$ cat config.mk
export PLATFORM = sky130hd
export DESIGN_NAME = speech_endpoint_detector_core
export DESIGN_NICKNAME = d
export VERILOG_FILES = /design/src/sv/sed_pkg.sv /design/src/sv/speech_endpoint_detector_core.sv /design/src/sv/sed_in_stage.sv /design/src/sv/sed_ctrl.sv /design/src/sv/sed_out_stage.sv
export VERILOG_INCLUDE_DIRS = /design/src /design/src/sv
export SDC_FILE = /design/constraint.sdc
export NUM_CORES = 1
export LEC_CHECK = 0
export BUFFER_PORTS_ARGS = -buffer_cell sky130_fd_sc_hd__buf_4
export CAP_MARGIN = 15
export CORE_MARGIN = 10
export CORE_UTILIZATION = 45
export DETAILED_ROUTE_END_ITERATION = 10
export PLACE_DENSITY_LB_ADDON = 0.12
export SLEW_MARGIN = 20
export SYNTH_ARGS = -nofsm -noshare
export SYNTH_HDL_FRONTEND = slang
export SYNTH_SLANG_ARGS = --single-unit
$ cat constraint.sdc
create_clock -name aclk -period 4.47 [get_ports aclk]
set_input_delay 1.1175 -clock aclk [delete_from_list [all_inputs] [get_ports aclk]]
set_output_delay 1.1175 -clock aclk [all_outputs]
set_load 0.01 [all_outputs]
$ cat src/sv/speech_endpoint_detector_core_defines.svh
// Assertion macros shared by the endpoint detector RTL.
// Relies on aclk and aresetn being visible in the including module.
`ifndef SPEECH_ENDPOINT_DETECTOR_CORE_DEFINES_SVH
`define SPEECH_ENDPOINT_DETECTOR_CORE_DEFINES_SVH

// Clocked check, off while reset is held.
`define SED_ASSERT(label, prop, msg) \
    label: assert property (@(posedge aclk) disable iff (!aresetn) prop) else $error(msg);

// Clocked check that also holds during reset.
`define SED_ASSERT_ALWAYS(label, prop, msg) \
    label: assert property (@(posedge aclk) prop) else $error(msg);

`endif

$ cat src/sv/sed_pkg.sv
// Shared types and constants of the speech endpoint detector.
// No dependencies.
package sed_pkg;

    localparam int CFG_W           = 16;
    localparam int CFG_IDX_W       = 2;
    localparam int COUNT_WIDTH_DEF = 16;
    localparam int CMD_W           = 2;
    localparam int EV_W            = 2;
    localparam int PHASE_W         = 2;
    localparam int S_TDATA_W       = 8;
    localparam int S_TUSER_W       = 2;
    localparam int M_TDATA_W       = 8;

    localparam logic [CFG_IDX_W-1:0] CFG_START_FRAMES   = 2'd0;
    localparam logic [CFG_IDX_W-1:0] CFG_SILENCE_FRAMES = 2'd1;
    localparam logic [CFG_IDX_W-1:0] CFG_MIN_FRAMES     = 2'd2;
    localparam logic [CFG_IDX_W-1:0] CFG_MAX_FRAMES     = 2'd3;

    localparam logic [CFG_W-1:0] START_FRAMES_RST   = 16'd3;
    localparam logic [CFG_W-1:0] SILENCE_FRAMES_RST = 16'd80;
    localparam logic [CFG_W-1:0] MIN_FRAMES_RST     = 16'd25;
    localparam logic [CFG_W-1:0] MAX_FRAMES_RST     = 16'd3000;

    localparam logic [CMD_W-1:0] CMD_FRAME = 2'd0;
    localparam logic [CMD_W-1:0] CMD_CLEAR = 2'd1;
    localparam logic [CMD_W-1:0] CMD_FORCE = 2'd2;
    localparam logic [CMD_W-1:0] CMD_NOP   = 2'd3;

    localparam logic [EV_W-1:0] EV_NONE  = 2'd0;
    localparam logic [EV_W-1:0] EV_START = 2'd1;
    localparam logic [EV_W-1:0] EV_END   = 2'd2;

    typedef struct packed {
        logic [CMD_W-1:0] cmd;
        logic             voiced;
    } item_t;

    typedef struct packed {
        logic [PHASE_W-1:0] phase;
        logic               force_accepted;
        logic               limit_hit;
        logic               discarded;
        logic [EV_W-1:0]    event_res;
    } result_t;

    typedef struct packed {
        logic [CFG_W-1:0] start_frames;
        logic [CFG_W-1:0] silence_frames;
        logic [CFG_W-1:0] min_frames;
        logic [CFG_W-1:0] max_frames;
    } cfg_t;

endpackage

$ cat src/sv/speech_endpoint_detector_core.sv
// Speech endpoint detector core: per-frame voice decisions in, utterance events out.
// Depends on sed_pkg, sed_in_stage, sed_ctrl and sed_out_stage.
//
// Usage:
//   Requests arrive on the s_ stream: s_tuser carries the command (frame decision,
//   clear to waiting, force end, or no-op), s_tdata bit 0 carries the voice decision.
//   Every request yields exactly one result on the m_ stream holding the event
//   (start/end), discard, limit and force flags and the phase after the request.
//   Set thresholds (cfg_we/cfg_idx/cfg_wdata) only while the block is idle; unchecked.
// Timing:
//   A request is held in the input register; the phase machine and counters update
//   as it moves into the result register, so m_tvalid rises once the request has
//   passed both registers. One request per cycle is sustained while m_tready is high;
//   the limit is the counter update feeding the next request's compare.
// Reset:
//   aresetn is synchronous, active low; it empties both registers, returns the phase
//   to waiting, zeroes the counters and restores the default thresholds.
// Backpressure:
//   With m_tready low the result is held; one more request is still taken into the
//   input register, after which s_tready drops until the result is taken.
module speech_endpoint_detector_core #(
    parameter int COUNT_WIDTH = sed_pkg::COUNT_WIDTH_DEF
) (
    input  logic                            aclk,
    input  logic                            aresetn,
    input  logic                            s_tvalid,
    output logic                            s_tready,
    input  logic [sed_pkg::S_TDATA_W-1:0]   s_tdata,   // voiced [0], zero pad [7:1]
    input  logic [sed_pkg::S_TUSER_W-1:0]   s_tuser,   // cmd [1:0]
    output logic                            m_tvalid,
    input  logic                            m_tready,
    output logic [sed_pkg::M_TDATA_W-1:0]   m_tdata,   // event_res [1:0], discarded [2],
                                                       // limit_hit [3], force_accepted [4],
                                                       // phase [6:5], zero pad [7]
    input  logic                            cfg_we,
    input  logic [sed_pkg::CFG_IDX_W-1:0]   cfg_idx,
    input  logic [sed_pkg::CFG_W-1:0]       cfg_wdata
);

    sed_pkg::cfg_t    cfg_reg;
    sed_pkg::item_t   s_item;
    sed_pkg::item_t   item;
    sed_pkg::result_t result;
    logic             item_valid;
    logic             fire;

    always_ff @(posedge aclk) begin
        if (!aresetn) begin
            cfg_reg.start_frames   <= sed_pkg::START_FRAMES_RST;
            cfg_reg.silence_frames <= sed_pkg::SILENCE_FRAMES_RST;
            cfg_reg.min_frames     <= sed_pkg::MIN_FRAMES_RST;
            cfg_reg.max_frames     <= sed_pkg::MAX_FRAMES_RST;
        end else if (cfg_we) begin
            unique case (cfg_idx)
                sed_pkg::CFG_START_FRAMES:   cfg_reg.start_frames   <= cfg_wdata;
                sed_pkg::CFG_SILENCE_FRAMES: cfg_reg.silence_frames <= cfg_wdata;
                sed_pkg::CFG_MIN_FRAMES:     cfg_reg.min_frames     <= cfg_wdata;
                sed_pkg::CFG_MAX_FRAMES:     cfg_reg.max_frames     <= cfg_wdata;
                default: begin
                end
            endcase
        end
    end

    assign s_item.cmd    = s_tuser;
    assign s_item.voiced = s_tdata[0];

    sed_in_stage u_in (
        .aclk       (aclk),
        .aresetn    (aresetn),
        .s_valid    (s_tvalid),
        .s_ready    (s_tready),
        .s_item     (s_item),
        .advance    (fire),
        .item_valid (item_valid),
        .item       (item)
    );

    sed_ctrl #(
        .COUNT_WIDTH (COUNT_WIDTH)
    ) u_ctrl (
        .aclk    (aclk),
        .aresetn (aresetn),
        .fire    (fire),
        .item    (item),
        .cfg     (cfg_reg),
        .result  (result)
    );

    sed_out_stage u_out (
        .aclk       (aclk),
        .aresetn    (aresetn),
        .item_valid (item_valid),
        .result     (result),
        .fire       (fire),
        .m_tvalid   (m_tvalid),
        .m_tready   (m_tready),
        .m_tdata    (m_tdata)
    );

endmodule

$ cat src/sv/sed_in_stage.sv
// Input register of the endpoint detector: holds one request until the core takes it.
// Depends on sed_pkg.
module sed_in_stage (
    input  logic          aclk,
    input  logic          aresetn,
    input  logic          s_valid,
    output logic          s_ready,
    input  sed_pkg::item_t s_item,
    input  logic          advance,
    output logic          item_valid,
    output sed_pkg::item_t item
);

    logic           valid_reg;
    logic           valid_next;
    sed_pkg::item_t item_reg;

    assign s_ready    = !valid_reg || advance;
    assign valid_next = s_ready ? s_valid : valid_reg;

    always_ff @(posedge aclk) begin
        if (!aresetn) begin
            valid_reg <= 1'b0;
        end else begin
            valid_reg <= valid_next;
        end
    end

    always_ff @(posedge aclk) begin
        if (s_ready && s_valid) begin
            item_reg <= s_item;
        end
    end

    assign item_valid = valid_reg;
    assign item       = item_reg;

endmodule

$ cat src/sv/sed_ctrl.sv
// Phase machine and run counters of the endpoint detector; one request per cycle.
// Depends on sed_pkg and speech_endpoint_detector_core_defines.svh.
`include "speech_endpoint_detector_core_defines.svh"

module sed_ctrl #(
    parameter int COUNT_WIDTH = sed_pkg::COUNT_WIDTH_DEF
) (
    input  logic             aclk,
    input  logic             aresetn,
    input  logic             fire,
    input  sed_pkg::item_t   item,
    input  sed_pkg::cfg_t    cfg,
    output sed_pkg::result_t result
);

    localparam int CMP_W = (COUNT_WIDTH > sed_pkg::CFG_W) ? COUNT_WIDTH : sed_pkg::CFG_W;
    localparam logic [COUNT_WIDTH-1:0] CNT_MAX = {COUNT_WIDTH{1'b1}};
    localparam logic [COUNT_WIDTH-1:0] CNT_ONE = COUNT_WIDTH'(1);

    typedef enum logic [sed_pkg::PHASE_W-1:0] {
        PH_WAITING  = 2'd0,
        PH_SPEAKING = 2'd1,
        PH_DONE     = 2'd2
    } phase_t;

    phase_t                 phase_reg, phase_next;
    logic [COUNT_WIDTH-1:0] vrun_reg, vrun_next;
    logic [COUNT_WIDTH-1:0] srun_reg, srun_next;
    logic [COUNT_WIDTH-1:0] ulen_reg, ulen_next;

    logic [COUNT_WIDTH-1:0] vrun_inc, srun_inc, ulen_inc, srun_step;
    logic                   sil_end, max_end, long_enough;
    sed_pkg::result_t       res;

    assign vrun_inc  = (vrun_reg == CNT_MAX) ? vrun_reg : vrun_reg + CNT_ONE;
    assign srun_inc  = (srun_reg == CNT_MAX) ? srun_reg : srun_reg + CNT_ONE;
    assign ulen_inc  = (ulen_reg == CNT_MAX) ? ulen_reg : ulen_reg + CNT_ONE;
    assign srun_step = item.voiced ? '0 : srun_inc;

    assign sil_end     = CMP_W'(srun_step) >= CMP_W'(cfg.silence_frames);
    assign max_end     = CMP_W'(ulen_inc) >= CMP_W'(cfg.max_frames);
    assign long_enough = CMP_W'(ulen_inc) >= CMP_W'(cfg.min_frames);

    always_comb begin
        phase_next = phase_reg;
        vrun_next  = vrun_reg;
        srun_next  = srun_reg;
        ulen_next  = ulen_reg;
        res        = '0;
        if (fire) begin
            unique case (item.cmd)
                sed_pkg::CMD_FRAME: begin
                    unique case (phase_reg)
                        PH_WAITING: begin
                            if (item.voiced) begin
                                vrun_next = vrun_inc;
                                if (CMP_W'(vrun_inc) >= CMP_W'(cfg.start_frames)) begin
                                    phase_next    = PH_SPEAKING;
                                    srun_next     = '0;
                                    ulen_next     = CNT_ONE;
                                    res.event_res = sed_pkg::EV_START;
                                end
                            end else begin
                                vrun_next = '0;
                            end
                        end
                        PH_SPEAKING: begin
                            ulen_next = ulen_inc;
                            srun_next = srun_step;
                            if (sil_end || max_end) begin
                                res.limit_hit = max_end;
                                if (long_enough) begin
                                    phase_next    = PH_DONE;
                                    res.event_res = sed_pkg::EV_END;
                                end else begin
                                    phase_next    = PH_WAITING;
                                    vrun_next     = '0;
                                    srun_next     = '0;
                                    ulen_next     = '0;
                                    res.discarded = 1'b1;
                                end
                            end
                        end
                        default: begin
                            // done: frames are ignored until cleared
                        end
                    endcase
                end
                sed_pkg::CMD_CLEAR: begin
                    phase_next = PH_WAITING;
                    vrun_next  = '0;
                    srun_next  = '0;
                    ulen_next  = '0;
                end
                sed_pkg::CMD_FORCE: begin
                    if (phase_reg == PH_SPEAKING &&
                        CMP_W'(ulen_reg) >= CMP_W'(cfg.min_frames)) begin
                        phase_next         = PH_DONE;
                        res.force_accepted = 1'b1;
                    end
                end
                default: begin
                end
            endcase
        end
        res.phase = phase_next;
    end

    always_ff @(posedge aclk) begin
        if (!aresetn) begin
            phase_reg <= PH_WAITING;
            vrun_reg  <= '0;
            srun_reg  <= '0;
            ulen_reg  <= '0;
        end else begin
            phase_reg <= phase_next;
            vrun_reg  <= vrun_next;
            srun_reg  <= srun_next;
            ulen_reg  <= ulen_next;
        end
    end

    assign result = res;

    `SED_ASSERT(a_force_to_done, fire && res.force_accepted |=> phase_reg == PH_DONE, "force end did not reach done")
    `SED_ASSERT(a_start_len_one, fire && res.event_res == sed_pkg::EV_START |=> ulen_reg == CNT_ONE && srun_reg == '0, "utterance start did not set length to one")
    `SED_ASSERT(a_discard_clears, fire && res.discarded |=> phase_reg == PH_WAITING && ulen_reg == '0 && vrun_reg == '0, "discard did not clear state")
    `SED_ASSERT(a_done_holds, phase_reg == PH_DONE && !(fire && item.cmd == sed_pkg::CMD_CLEAR) |=> phase_reg == PH_DONE, "left done without a clear")
    `SED_ASSERT(a_idle_holds, !fire |=> $stable(phase_reg) && $stable(ulen_reg), "state moved without a request")

endmodule

$ cat src/sv/sed_out_stage.sv
// Result register of the endpoint detector: packs a result and holds it under backpressure.
// Depends on sed_pkg.
module sed_out_stage (
    input  logic                            aclk,
    input  logic                            aresetn,
    input  logic                            item_valid,
    input  sed_pkg::result_t                result,
    output logic                            fire,
    output logic                            m_tvalid,
    input  logic                            m_tready,
    output logic [sed_pkg::M_TDATA_W-1:0]   m_tdata
);

    localparam int RES_W = $bits(sed_pkg::result_t);

    logic                          valid_reg, valid_next;
    logic [sed_pkg::M_TDATA_W-1:0] data_reg;
    logic                          can_load;

    assign can_load   = !valid_reg || m_tready;
    assign fire       = item_valid && can_load;
    assign valid_next = can_load ? item_valid : valid_reg;

    always_ff @(posedge aclk) begin
        if (!aresetn) begin
            valid_reg <= 1'b0;
        end else begin
            valid_reg <= valid_next;
        end
    end

    // event_res [1:0], discarded [2], limit_hit [3], force_accepted [4], phase [6:5]
    always_ff @(posedge aclk) begin
        if (fire) begin
            data_reg <= {{(sed_pkg::M_TDATA_W - RES_W){1'b0}}, result};
        end
    end

    assign m_tvalid = valid_reg;
    assign m_tdata  = data_reg;

endmodule
==> out/results.ini <==
[finish]
area_delta_synth_final_pct=17.54
layout-drive-gt1-share_pct=12.72
final_common_cell=nand2_1
layout_common_cells=nand2_1, dfxtp_1, a21oi_1, ha_1, inv_1
antenna_cells=0
largest_reg_flops=64
fin_area_sq_um=9014
nets=1133

[timing]
setup_tns_ns=0
period_share_pct=96.40
max_freq_ghz=0.2321
slew_headroom_pct=30.95
fin_crit_ns=4.309
setup_violations=0
fin_skew_ns=0.009254
slew_violations=0
hold_viol_final=0
worst_slew_pin_slew_ns=1.031
setup_ws_ns=0.1609

[place]
gp_congestion=0.8308
dp_slack_ns=0.05637
portBuffers=34
dp_hpwl_mm=15.36
placed_cell_area_sq_um=8308

[hold_path]
hold_path_class=reg -> reg

[logic_synthesis]
yosys_warnings=0
synth_area_leaders=dfxtp_1, ha_1, nand2_1, a21oi_1, edfxtp_1
netlist_instances=971
avgSynthCellArea_sq_um=7.898
synth_top_area_share_pct=30.28
synth_flop_cell=dfxtp_1
synth_top_cell_by_area=dfxtp_1
syn_area_sq_um=7669
synthArstFlopShare_pct=0
ys_ff_latch=126
synth_seq_area_share_pct=34.20
synth_edf_count=10
synth_fp_nets=1087
ys_types=64

[run]
drv_cap=0

[power]
p_sw_w=0.0006682
max-vdd-ir-drop_mv=0.2545
switching_share_pct=24.00
p_leak_nw=3.782
intPower_w=0.002116
comb_power_share_pct=7.2
seqPwrFrac_pct=42.5
clkPwrFrac_pct=50.4
p_per_area_nw_per_um2=308.9

[critical_path]
slowest_stage=or4b_4
crit_fanout=16
crit_chain=ha_1, nand2_1, nor4_4, nor2_1, a311oi_1, ha_1, and4_1, nand2_1, a2bb2oi_2, a31oi_1, or4b_4, a2111oi_4, buf_4, clkbuf_16, nand3_1, o21ai_1
end_kind=flop
r2r_slack_ns=0.16
cpPeakStageDelay_ns=0.60
cp-start-kind=flop
cp.arrival_ns=4.67
critPathKind=reg -> reg
required_ns=4.83

[global_route]
grt_start_max_net_pins=53
grt_usage_pct=18.84
grt_pass1_wl_mm=33.73
overflow=0
antenna_found_initial=0
first_global_vias=6444

[die]
die_y_microns=150.5
die-area_sq_um=22660
die_w_microns=150.5
boundaryPins=43
core_sq_um=16640
num_rows=47
start_util_pct=46.08

[detailed_routing]
drc=0
first_iter_violations=470
vias=6819
via_per_inst=5.455
wire_per_inst_microns=16.83
wirelength_mm=21.04
first_pass_iters=6
ant_nets=0

[status]
status=finished, final reports clean

[cts]
cts_tree=yes
hold_buffers=0
clock_tree.root_cell=clkbuf_16
h-tree-depth=4
cts.reportedPaths.clkPinSlew_ns=0.06
clock-sinks=126
cts_made_buffers=17
clockBufferDepth=2
insertion_delay_ns=0.43

-- cells by family after synthesis --
family          after synthesis  share of synthesized area [%]
compound gates              230                          18.67
xor+xnor                     31                          3.541
fa+ha+maj                    83                          13.54
buf+inv                     119                          5.971
flops                       126                          34.20
mux                           8                          1.142
other cells                   1                        0.04890
simple gates                373                          22.89
-- synth_stat cells, types with 3 or more instances --
cell and number:
nor3_1 17, xnor2_1 21, and2_1 10, xor2_1 10, o21a_1 3, a31oi_1 10, a21o_1 16, a21oi_1 110
and4_1 7, and3_1 18, nand2_1 169, nor2b_1 8, buf_2 3, nand4_1 28, a22oi_1 5, dfxtp_1 116
ha_1 83, edfxtp_1 10, nor2_1 59, o211ai_1 15, o21ai_0 30, nor3b_1 4, a22o_1 14, mux2_2 6
nand3_1 30, inv_1 72, o21ai_1 6, clkbuf_1 40, nand2b_1 8
-- worst paths after layout --
path / start / to / cells after the start
worst max-delay path: u_ctrl.srun_reg[0] / u_ctrl.ulen_reg[9] / 16
worst min-delay path: cfg_reg[14] / cfg_reg[14] / 2
worst max register to register: u_ctrl.srun_reg[0] / u_ctrl.ulen_reg[9] / 16
worst min register to register: cfg_reg[14] / cfg_reg[14] / 2
-- power groups by stage --
| stage | Combinational (W) | Clock, W | Sequential (W) |
|---|---|---|---|
| 6_report | 0.000199 | 0.00140 | 0.00118 |
| 3_5_place_dp | 0.000196 | 0 | 0.00121 |
| 5_1_grt | 0.000223 | 0.00147 | 0.00119 |
| 2_1_floorplan | 0.000123 | 0 | 0.00120 |
| 3_3_place_gp | 0.000195 | 0 | 0.00121 |
| 4_1_cts | 0.000197 | 0.00142 | 0.00118 |
-- critical path, delay by kind of cell (launching register included) --
kind                       cells  cell delay (ns)
DFF                            1             0.40
and+or+nand+nor                7             1.58
buffers and inverters          2             0.41
adders and majority gates      2             0.56
AOI/OAI and AO/OA              5             1.28
-- metal layers --
metal  vias to the layer above  GRT usage, %  share of wire [%]
met4                         0         6.122                1.8
met3                        25         3.631                4.8
met2                       136         29.56                 45
met5                         -             0                  0
li1                       3505             -                  -
met1                      3153         25.38                 49
-- per-stage QoR --
step	total power [W]	hold WS, ns	utilization (%)	cells
finish	0.002785	0.4504	54.16	1250
global route	0.002876	0.4679	54.16	1250
floorplan	0.001323	0.4363	-	971
global placement	0.001402	0.4422	49.92	1214
detailed placement	0.001403	0.4463	49.92	1214
CTS	0.002802	0.4539	53.51	1246
-- what timing repair did --
action	4_1_cts	5_1_grt
buffers inserted	0	3
resized for setup	0	17
endpoints found under the setup margin	0	52
-- final cells by class --
cell class,instances,area [sq um]
Clock buffer,23,489.2
Clock inverter,9,107.6
Fill cell,1601,7629
Inverter,73,274.0
Multi-Input combinational cell,726,4654
Sequential cell,126,2623
Tap cell,220,275.3
Timing Repair Buffer,73,590.6
Power figures use the tool's default switching activity.
